## config.mk

```make
export PLATFORM = sky130hd
export DESIGN_NAME = wildcard_name_matcher
export DESIGN_NICKNAME = d
export VERILOG_FILES = /design/src/rtl/wnm_pkg.sv /design/src/rtl/wnm_cell.sv /design/src/rtl/wildcard_name_matcher.sv
export SDC_FILE = /design/constraint.sdc
export NUM_CORES = 1
export LEC_CHECK = 0
export BUFFER_PORTS_ARGS = -buffer_cell sky130_fd_sc_hd__buf_4
export CORE_MARGIN = 4
export CORE_UTILIZATION = 45
export CTS_CLUSTER_SIZE = 10
export DETAILED_ROUTE_END_ITERATION = 12
export SYNTH_ARGS = -nofsm -noshare
export SYNTH_HDL_FRONTEND = slang
export SYNTH_SLANG_ARGS = --single-unit
```

## constraint.sdc

```tcl
create_clock -name clk -period 14 [get_ports clk]
set_clock_uncertainty 0.1 [all_clocks]
set_input_delay 0 -clock clk [delete_from_list [all_inputs] [get_ports clk]]
set_output_delay 0 -clock clk [all_outputs]
set_load 0.05 [all_outputs]
```

## src/rtl/wnm_pkg.sv

```systemverilog
`default_nettype none

package wnm_pkg;

	localparam int PatternMax = 64;
	localparam int IdxW = (PatternMax > 1) ? $clog2(PatternMax) : 1;
	localparam int LenW = $clog2(PatternMax + 1);

	localparam logic [7:0] StarChar = 8'h2A;
	localparam logic [7:0] AnyChar  = 8'h3F;

	typedef enum logic [1:0] {
		MODE_CLEAR  = 2'd0,
		MODE_APPEND = 2'd1,
		MODE_NAME   = 2'd2,
		MODE_END    = 2'd3
	} mode_t;

	typedef struct packed {
		mode_t      mode;
		logic [7:0] char_code;
	} item_t;

	typedef struct packed {
		logic matched;
		logic pattern_truncated;
	} result_t;

	// broadcast from the top level to every cell
	typedef struct packed {
		logic            clear;
		logic            write;
		logic            step;
		logic            at_start;
		logic [7:0]      chr;
		logic [LenW-1:0] len;
	} cell_ctrl_t;

	typedef struct packed {
		logic star;
		logic hit;
		logic seed;
		logic prev;
		logic lead;
	} cell_out_t;

	function automatic logic [7:0] ascii_lower(input logic [7:0] c);
		logic [7:0] r;
		r = c;
		if (c >= 8'h41 && c <= 8'h5A) begin
			r = c + 8'h20;
		end
		return r;
	endfunction

endpackage

`default_nettype wire

```

## src/rtl/wnm_cell.sv

```systemverilog
`default_nettype none

module wnm_cell (
	input  wire logic                       clk,
	input  wire logic                       arst_n,
	input  wire wnm_pkg::cell_ctrl_t        ctrl,
	input  wire logic [wnm_pkg::IdxW-1:0]   idx,
	input  wire logic                       diag_in,
	input  wire logic                       lead_in,
	input  wire logic                       fill_in,
	output wnm_pkg::cell_out_t              cell_out
);
	import wnm_pkg::*;

	logic [7:0] chr_q;
	logic       lead_q;
	logic       match_q;
	logic       valid;
	logic       is_star;
	logic       prev;
	logic       wr_here;

	assign valid   = ctrl.len > LenW'(idx);
	assign is_star = chr_q == StarChar;
	// before the first name character the row starts from the leading-star run
	assign prev    = valid & (ctrl.at_start ? lead_q : match_q);
	assign wr_here = ctrl.write & (ctrl.len == LenW'(idx));

	always_comb begin
		cell_out.star = valid & is_star;
		cell_out.hit  = valid & ~is_star & (chr_q == AnyChar || chr_q == ctrl.chr) & diag_in;
		cell_out.seed = valid & is_star & prev;
		cell_out.prev = prev;
		cell_out.lead = lead_q;
	end

	always_ff @(posedge clk) begin
		if (wr_here) begin
			chr_q  <= ctrl.chr;
			lead_q <= (ctrl.chr == StarChar) & lead_in;
		end
	end

	always_ff @(posedge clk or negedge arst_n) begin
		if (!arst_n) begin
			match_q <= 1'b0;
		end else if (ctrl.clear) begin
			match_q <= 1'b0;
		end else if (ctrl.step) begin
			match_q <= cell_out.hit | fill_in;
		end
	end

endmodule

`default_nettype wire

```

## src/rtl/wildcard_name_matcher.sv

```systemverilog
`default_nettype none

// Glob matcher for names: one input transfer per clock in every mode while
// item_stall is low. Each pattern position is a cell holding its lower-cased
// character and its match bit; a name character updates all cells in the same
// cycle, with runs of '*' closed by one carry-propagate add across the row. The
// result of an end-of-name item is registered into the output register when that
// register is free or being read; a second result register absorbs one more result
// while the output is stalled, and item_stall rises only when both are full. Pattern
// characters past 64 are dropped and flagged until the next clear.
module wildcard_name_matcher (
	input  wire logic     clk,
	input  wire logic     arst_n,
	input  wire logic     item_valid,
	output logic          item_stall,
	input  wire wnm_pkg::item_t item,
	output logic          result_valid,
	input  wire logic     result_stall,
	output wnm_pkg::result_t result
);
	import wnm_pkg::*;

	logic            accept;
	logic            is_clear;
	logic            is_append;
	logic            is_name;
	logic            is_end;
	logic [LenW-1:0] len_q;
	logic [LenW-1:0] len_m1;
	logic            ovf_q;
	logic            at_start_q;
	cell_ctrl_t      ctrl;
	cell_out_t       cell_outs [PatternMax];
	logic [PatternMax-1:0] star_vec;
	logic [PatternMax-1:0] hit_vec;
	logic [PatternMax-1:0] seed_vec;
	logic [PatternMax-1:0] prev_vec;
	logic [PatternMax-1:0] lead_vec;
	logic [PatternMax-1:0] seeds;
	logic [PatternMax-1:0] sum;
	logic [PatternMax-1:0] fill;
	logic            hit;
	result_t         new_res;
	logic            res_take;
	logic            out_v_q;
	logic            skid_v_q;
	result_t         out_q;
	result_t         skid_q;

	assign accept    = item_valid & ~item_stall;
	assign is_clear  = item.mode == MODE_CLEAR;
	assign is_append = item.mode == MODE_APPEND;
	assign is_name   = item.mode == MODE_NAME;
	assign is_end    = item.mode == MODE_END;

	always_comb begin
		ctrl.clear    = accept & ~is_name;
		ctrl.write    = accept & is_append;
		ctrl.step     = accept & is_name;
		ctrl.at_start = at_start_q;
		ctrl.chr      = ascii_lower(item.char_code);
		ctrl.len      = len_q;
	end

	for (genvar j = 0; j < PatternMax; j++) begin : g_cell
		if (j == 0) begin : g_first
			wnm_cell u_cell (
				.clk      (clk),
				.arst_n   (arst_n),
				.ctrl     (ctrl),
				.idx      (IdxW'(j)),
				.diag_in  (at_start_q),
				.lead_in  (1'b1),
				.fill_in  (fill[j]),
				.cell_out (cell_outs[j])
			);
		end else begin : g_rest
			wnm_cell u_cell (
				.clk      (clk),
				.arst_n   (arst_n),
				.ctrl     (ctrl),
				.idx      (IdxW'(j)),
				.diag_in  (prev_vec[j-1]),
				.lead_in  (lead_vec[j-1]),
				.fill_in  (fill[j]),
				.cell_out (cell_outs[j])
			);
		end
	end

	always_comb begin
		for (int k = 0; k < PatternMax; k++) begin
			star_vec[k] = cell_outs[k].star;
			hit_vec[k]  = cell_outs[k].hit;
			seed_vec[k] = cell_outs[k].seed;
			prev_vec[k] = cell_outs[k].prev;
			lead_vec[k] = cell_outs[k].lead;
		end
	end

	// A '*' run fills upward from its lowest seed: in star_vec + seeds the carry
	// runs from that seed to the top of the run, so seeds plus carry-ins mark it.
	assign seeds = seed_vec | ((hit_vec << 1) & star_vec);
	assign sum   = star_vec + seeds;
	assign fill  = star_vec & (seeds | (sum ^ star_vec ^ seeds));

	assign len_m1 = len_q - LenW'(1);
	assign hit    = (len_q == '0) ? at_start_q : prev_vec[len_m1[IdxW-1:0]];

	always_comb begin
		new_res.matched           = hit;
		new_res.pattern_truncated = ovf_q;
	end

	always_ff @(posedge clk or negedge arst_n) begin
		if (!arst_n) begin
			len_q      <= '0;
			ovf_q      <= 1'b0;
			at_start_q <= 1'b1;
		end else if (accept) begin
			at_start_q <= ~is_name;
			if (is_clear) begin
				len_q <= '0;
				ovf_q <= 1'b0;
			end else if (is_append) begin
				if (len_q < LenW'(PatternMax)) begin
					len_q <= len_q + LenW'(1);
				end else begin
					ovf_q <= 1'b1;
				end
			end
		end
	end

	assign res_take     = out_v_q & ~result_stall;
	assign result_valid = out_v_q;
	assign result       = out_q;
	assign item_stall   = skid_v_q;

	always_ff @(posedge clk or negedge arst_n) begin
		if (!arst_n) begin
			out_v_q  <= 1'b0;
			skid_v_q <= 1'b0;
		end else if (skid_v_q) begin
			if (res_take) begin
				skid_v_q <= 1'b0;
			end
		end else if (!out_v_q || res_take) begin
			out_v_q <= accept & is_end;
		end else if (accept && is_end) begin
			skid_v_q <= 1'b1;
		end
	end

	always_ff @(posedge clk) begin
		if (skid_v_q) begin
			if (res_take) begin
				out_q <= skid_q;
			end
		end else if (!out_v_q || res_take) begin
			if (accept && is_end) begin
				out_q <= new_res;
			end
		end else if (accept && is_end) begin
			skid_q <= new_res;
		end
	end

	a_stall_only_when_full: assert property (@(posedge clk) disable iff (!arst_n)
		item_stall |-> result_valid)
		else $error("input stalled with empty output register");

	a_len_in_range: assert property (@(posedge clk) disable iff (!arst_n)
		len_q <= LenW'(PatternMax))
		else $error("pattern length beyond capacity");

	a_ovf_only_full: assert property (@(posedge clk) disable iff (!arst_n)
		ovf_q |-> len_q == LenW'(PatternMax))
		else $error("truncation flag set with room left");

	a_clear_resets: assert property (@(posedge clk) disable iff (!arst_n)
		accept && is_clear |=> len_q == '0 && !ovf_q && at_start_q)
		else $error("clear did not empty the pattern");

endmodule

`default_nettype wire
```

==> results of run 1 <==
## layout make-up
type | count | share of cell area [%]
Multi-Input combinational cell | 2671 | 42.3
Tap cell | 1134 | 3.38
Antenna cell | 3 | 0.0179
Clock buffer | 131 | 5.40
Timing Repair Buffer | 96 | 1.91
Sequential cell | 655 | 46.0
Clock inverter | 13 | 0.304
Inverter | 74 | 0.683
## synth_stat cells, drive strengths merged, types with 12 or more instances
cell type / number / area, um2
o21a: 16 / 120
o21bai: 13 / 97.6
ha: 67 / 838
a21boi: 17 / 135
inv: 74 / 278
and3: 22 / 138
or2: 27 / 169
clkbuf: 102 / 383
nor3b: 14 / 110
nor4: 50 / 328
xor2: 215 / 1880
a31oi: 36 / 225
nor2: 281 / 1070
dfrtp: 74 / 1850
or4: 56 / 424
a211oi: 23 / 173
and2: 82 / 513
nand3: 160 / 801
or3: 12 / 75.1
nor2b: 26 / 163
nand2b: 20 / 125
buf: 72 / 397
nand2: 236 / 886
nor3: 103 / 521
o211ai: 17 / 128
xnor2: 353 / 3090
a21o: 39 / 293
o22ai: 23 / 144
o31ai: 12 / 90.1
nand4: 141 / 882
mux2i: 48 / 480
o21ai: 163 / 827
edfxtp: 580 / 17400
o2111ai: 13 / 114
mux2: 29 / 327
a21oi: 195 / 980
## cells by family after synthesis
logic type / Yosys count
muxes: 79
and+or+nand+nor: 1278
adders and majority gates: 67
DFF: 655
buffers and inverters: 248
AOI/OAI and AO/OA: 679
xor gates and xnor gates: 568
## critical path, stage by stage, from the launching register on
cell and delay, ps:
dfrtp_1 340, buf_4 560, ha_1 740, buf_4 320
o21ba_2 260, o21a_1 210, nor2_1 380, nor4bb_1 150
o21ai_0 230, a21oi_1 170, ha_1 390, nand3_1 210
or2_2 410, o31ai_1 580, a31oi_1 440, o31ai_1 620
xor2_1 300, a31oi_1 120, o21ai_0 160, nand2_1 70
## power groups by stage
| stage | Sequential (W) | Clock [W] | Combinational (W) |
|---|---|---|---|
| 2_1_floorplan | 0.00222 | 0 | 0.000598 |
| 3_3_place_gp | 0.00222 | 0 | 0.00100 |
| 3_5_place_dp | 0.00222 | 0 | 0.00100 |
| 4_1_cts | 0.00218 | 0.00196 | 0.00101 |
| 5_1_grt | 0.00218 | 0.00205 | 0.00109 |
| 6_report | 0.00218 | 0.00192 | 0.00105 |
## metrics by stage
stage	util [%]	instance area (um2)	hold slack, ps
global placement	47.0	39400	-137
global route	50.1	41900	94.1
detailed placement	47.0	39400	-137
floorplan	-	38000	-396
CTS	50.1	41900	45.1
finish	50.1	41900	55.9
## layout by cell type, fill, tap and decap left out, types with 19 or more instances in the layout
cell	instances
nor4_1	45
dfrtp_1	74
inv_1	71
clkbuf_1	45
a21o_1	39
mux2i_1	48
clkbuf_16	81
o21ai_0	156
edfxtp_1	580
a211oi_1	23
nor2b_1	26
nand2b_1	19
a21oi_1	194
buf_4	74
nand4_1	141
mux2_2	29
o22ai_1	23
or4_1	55
and2_1	82
a31oi_1	36
nand2_1	236
or2_2	26
nor3_1	102
nor2_1	280
nand3_1	160
ha_1	67
xor2_1	214
and3_1	22
xnor2_1	353
## how the worst max path moves through the flow
stage | from | end | slack, ps
6_report | len_q[0] | g_cell[41].g_rest.u_cell.match_q | 7100
5_1_grt | item[4] | g_cell[41].g_rest.u_cell.match_q | 6830
4_1_cts | item[4] | g_cell[60].g_rest.u_cell.match_q | 7300
3_5_place_dp | item[6] | g_cell[60].g_rest.u_cell.match_q | 6730
3_3_place_gp | item[6] | g_cell[60].g_rest.u_cell.match_q | 6910
2_1_floorplan | item[0] | g_cell[60].g_rest.u_cell.match_q | 9080
## layer usage
| metal | global-route usage (%) | wire, um | share of wire [%] | vias up |
|---|---|---|---|---|
| met5 | 0 | 0 | 0 | - |
| met4 | 9.62 | 4610 | 4.0 | 0 |
| met2 | 39.3 | 50900 | 44 | 1136 |
| met1 | 36.7 | 52300 | 45 | 14200 |
| li1 | - | - | - | 13300 |
| met3 | 4.77 | 8940 | 7.7 | 264 |
## state kept, by name, summed over array words and instances (netlist names), 2 cells and up
| signal | cells |
|---|---|
| g_cell.g_rest.u_cell.lead_q | 63 |
| result | 2 |
| skid_q | 2 |
| g_cell.g_rest.u_cell.match_q | 63 |
| len_q | 7 |
| g_cell.g_rest.u_cell.chr_q | 504 |
| g_cell.g_first.u_cell.chr_q | 8 |
## what timing repair did
item,CTS,global route
gates resized for setup,0,0
endpoints found under the hold margin,170,0
hold buffers,16,0
setup buffers,0,0
==> impl_metrics.json, run 1 <==
{
  "grt_pass1_vias": 28000,
  "pre_cts_ws_ps": 6730,
  "hold_end": "g_cell[33].g_rest.u_cell.chr_q[5]",
  "portBuffers": 17,
  "drive_gt1_share_pct": 7.58,
  "power.density_nw_per_um2": 123,
  "core_area_um2": 83700,
  "clkTransAtPathRegs_ps": 60,
  "path_class": "flop to flop",
  "timing.fmax_ghz": 0.145,
  "synthXorXnorAreaFrac_pct": 13.1,
  "grt_usage_pct": 25.7,
  "grt_first_pass_wirelength_um": 177000,
  "synthArstFlopShare_pct": 11.5,
  "start_kind": "flop",
  "r2r_setup_slack_ps": 7100,
  "hold_viol": 0,
  "required_ps": 14410,
  "tns_ps": 0,
  "htreeDepth": 3,
  "syn-num-nets": 3655,
  "p_sw_share_pct": 30.8,
  "period_share_pct": 49.3,
  "clockRootBuffer": "clkbuf_16",
  "fin_total_pwr_w": 0.00516,
  "postSynthAreaPerCell_um2": 10.6,
  "nFillCells": 7496,
  "fin_cells": 4777,
  "seqCellArea_um2": 19300,
  "ys_ff_latch": 655,
  "grt_max_degree": 74,
  "via_per_inst": 6.03,
  "cts_made_buffers": 79,
  "reg2reg_to": "g_cell[41].g_rest.u_cell.match_q",
  "clk_path_buf_depth": 3,
  "fin_crit_ps": 6900,
  "worstHoldStart": "item[5]",
  "ys.flop_type": "edfxtp_1",
  "slew_headroom_pct": 18.8,
  "hp-class": "primary input to flop",
  "wl_per_cell_um": 24.4,
  "synth_compound_area_share_pct": 11.5,
  "peakVddDrop_v": 0.0000824,
  "synth-edff-count": 580,
  "ys_types": 96,
  "setup_ws_ps": 7100,
  "status": "finished, final reports clean",
  "multi_input_area_um2": 17700,
  "synth_area_um2": 38000,
  "cts_sinks": 655,
  "whs_path_depth": 3,
  "cp.arrival_ps": 7310,
  "die_x_um": 299,
  "start_util_pct": 45.4,
  "internal_power_w": 0.00357,
  "path_max_fanout": 44,
  "first_pass_iters": 6,
  "synthAdderAreaFrac_pct": 2.21,
  "die-area_um2": 89200,
  "ys_seq_area_share_pct": 50.8,
  "antenna_found_initial": 3,
  "cts_tree": "built",
  "clockPowerShare_pct": 37.2,
  "leakage_nw": 14.4,
  "ys_warn_count": 0,
  "synthCells": 3574,
  "p_seq_share_pct": 42.3,
  "drt_wl_total_um": 117000,
  "pwr-share-comb_pct": 20.4,
  "r2r_start": "len_q[0]",
  "vias": 28800,
  "drv_cap": 0,
  "syn_to_final_growth_pct": 10.3,
  "p_switching_w": 0.00159,
  "insertion_delay_ps": 630,
  "synthMuxAreaShare_pct": 2.24,
  "initialDrtViolationCount": 2796,
  "nNetsFinal": 3658,
  "synth_top_family_by_area": "simple AND/OR/NAND/NOR gates",
  "drc": 0,
  "end_kind": "flop",
  "tightestPinTransition_ps": 1210,
  "die_h_um": 299,
  "hpwl_um": 81400,
  "ioPinCount": 18,
  "rsz0062_at_grt": "no",
  "ant_nets": 0,
  "globalplace.congestion": 1.01,
  "rows": 106,
  "synth-simple-area-share_pct": 17.5,
  "finalMaxSlewViolations": 0,
  "dp_cells": 4614,
  "finalSetupViolCount": 0,
  "r2r_cells": 19,
  "overflow": 0
}
Note: power is estimated with default switching activity, not from simulation.
==> inputs of run 2 (changes only) <==
Clock period 14 ns to 6.7 ns, I/O delays scaled along.
==> run 2 against run 1 <==
Net effect: clock power is 110% higher; die area stayed put; combinational power is 110% higher; worst setup slack worse by 6600 ps; fmax is 11% higher; total power is 110% higher; critical path depth is 2 lower; largest power group unchanged.
==> impl_metrics.json, run 2 (synthesis gave the netlist of run 1 again) <==
{
  "cts_sinks": 655,
  "final_cell_mix": "580 x edfxtp_1, 353 x xnor2_1, 280 x nor2_1",
  "initialDrtViolationCount": 3099,
  "via_per_inst": 6.03,
  "grt_pass1_vias": 27400,
  "cts_tree": "built",
  "slowest_stage": "dfrtp_1",
  "drc": 0,
  "core_area_um2": 83700,
  "reg_top3": "g_cell.g_rest.u_cell.chr_q (504), g_cell.g_rest.u_cell.lead_q (63), g_cell.g_rest.u_cell.match_q (63)",
  "diodes": 0,
  "start_util_pct": 45.4,
  "nFillCells": 7532,
  "tns_ps": 0,
  "hpwl_um": 83100,
  "wl_per_cell_um": 24.4,
  "die_x_um": 299,
  "leakage_nw": 14.7,
  "grt_first_pass_wirelength_um": 176000,
  "finalSetupViolCount": 0,
  "htreeDepth": 3,
  "largest_reg_flops": 504,
  "fin_crit_ps": 6210,
  "drt_wl_total_um": 117000,
  "reg2reg_to": "g_cell[53].g_rest.u_cell.match_q",
  "r2r_cells": 17,
  "grt_max_degree": 89,
  "required_ps": 7110,
  "worst-path-buf-inv": 1,
  "insertion_delay_ps": 650,
  "finalMaxSlewViolations": 0,
  "globalplace.congestion": 1.00,
  "r2r_setup_slack_ps": 490,
  "timing.fmax_ghz": 0.161,
  "hold_viol": 0,
  "overflow": 0,
  "die-area_um2": 89200,
  "path_max_fanout": 17,
  "status": "finished, final reports clean",
  "start_kind": "flop",
  "holdWs_ps": 110,
  "final_common_cell": "edfxtp_1",
  "rsz0062_at_grt": "no",
  "peakVddDrop_v": 0.000173,
  "largest-register": "g_cell.g_rest.u_cell.chr_q",
  "hold_end": "g_cell[26].g_rest.u_cell.chr_q[6]",
  "ant_nets": 0,
  "hp-class": "primary input to flop",
  "clk_path_buf_depth": 3,
  "crit_chain": "inv_1 -> nand4_1 -> o21ai_0 -> nand2_1 -> or4b_1 -> a21boi_1 -> ha_1 -> nand2_1 -> nor3_1 -> a21oi_1 -> a21oi_1 -> nor4_1 -> a2bb2oi_1 -> a21oi_1 -> xnor2_1 -> a211oi_1 -> o21ai_0",
  "ioPinCount": 18,
  "worstHoldStart": "item[6]",
  "cp_common_cell": "a21oi_1",
  "die_h_um": 299,
  "power.density_nw_per_um2": 256,
  "clkTransAtPathRegs_ps": 60,
  "path_class": "flop to flop",
  "antenna_found_initial": 0,
  "first_pass_iters": 8,
  "r2r_start": "len_q[3]",
  "syn_to_final_growth_pct": 11.5,
  "end_kind": "flop",
  "grt_usage_pct": 25.7,
  "cts_made_buffers": 79,
  "nNetsFinal": 3706,
  "slew_headroom_pct": 17.6,
  "drive_gt1_share_pct": 8.72,
  "critical_path.top_delay_family": "compound AO/OA/AOI/OAI gates",
  "portBuffers": 17,
  "cp.arrival_ps": 6620,
  "clockRootBuffer": "clkbuf_16",
  "whs_path_depth": 4,
  "vias": 29000,
  "drv_cap": 0,
  "period_share_pct": 92.7,
  "cp_slowest_stage_delay_ps": 630,
  "tightestPinTransition_ps": 1230,
  "rows": 106
}
[run 2: cell types whose count changed in the layout (fill, tap and decap cells not counted)]
| cell | before | now |
|---|---|---|
| clkbuf_16 | 81 | 80 |
| clkbuf_1 | 45 | 43 |
| clkinv_2 | 6 | 3 |
| buf_12 | 2 | 10 |
| inv_6 | 5 | 2 |
| buf_4 | 74 | 114 |
| nor3_2 | 1 | 2 |
| bufinv_16 | 2 | 3 |
| clkinv_1 | 2 | 3 |
| clkinv_8 | 0 | 5 |
| diode_2 | 3 | 0 |
| clkinvlp_4 | 0 | 1 |
| clkbuf_8 | 5 | 1 |
| nor3_1 | 102 | 101 |
[run 2: tightest hold or removal path: stages]
cell and delay, ps:
buf_4 130, buf_4 240, o21ai_4 130, inv_6 120
[run 2: what timing repair did]
action,4_1_cts,5_1_grt
setup buffers,0,0
hold buffers,16,0
hold endpoints to repair,327,0
resized for setup,0,0
[run 2: where the power goes]
| group | switching (W) | leakage [nW] | internal (W) |
|---|---|---|---|
| clock | 0.00169 | 1.14 | 0.00235 |
| combinational | 0.00156 | 7.20 | 0.000628 |
| sequential | 0.000117 | 6.36 | 0.00450 |
[run 2: worst max path at each step]
stage / from / end / slack (ps) / depth (start not counted)
final: len_q[3] / g_cell[53].g_rest.u_cell.match_q / 490 / 17
after global routing: len_q[3] / g_cell[53].g_rest.u_cell.match_q / 290 / 19
after CTS: len_q[3] / g_cell[53].g_rest.u_cell.match_q / 810 / 19
after floorplan: item[0] / g_cell[60].g_rest.u_cell.match_q / 1780 / 24
after global placement: item[0] / g_cell[47].g_rest.u_cell.match_q / 880 / 22
after detailed placement: item[0] / g_cell[47].g_rest.u_cell.match_q / 780 / 22
[run 2: through the flow]
stage | instances | instance area (um2) | setup WS, ps | power (W) | utilization [%]
6_report | 4817 | 42400 | 491 | 0.0108 | 50.6
2_1_floorplan | 3574 | 38000 | 1780 | 0.00588 | -
4_1_cts | 4817 | 42400 | 811 | 0.0108 | 50.6
5_1_grt | 4817 | 42400 | 285 | 0.0112 | 50.6
3_5_place_dp | 4662 | 39800 | 778 | 0.00679 | 47.6
3_3_place_gp | 4662 | 39800 | 877 | 0.00679 | 47.6
[run 2: layout make-up]
class	count	area, um2	share of cell area [%]
Tap cell	1134	1420	3.35
Clock inverter	15	209	0.493
Sequential cell	655	19300	45.5
Clock buffer	124	2180	5.14
Multi-Input combinational cell	2671	17700	41.8
Timing Repair Buffer	144	1260	2.98
Inverter	74	287	0.676
[run 2: per-layer routing]
metal  routed length, um  track usage [%]  up-vias
li1                    -                -    13400
met1               53500             37.6    14200
met2               51500             39.2     1253
met3                8880             4.12      192
met4                3510             8.23        0
met5                   0                0        -
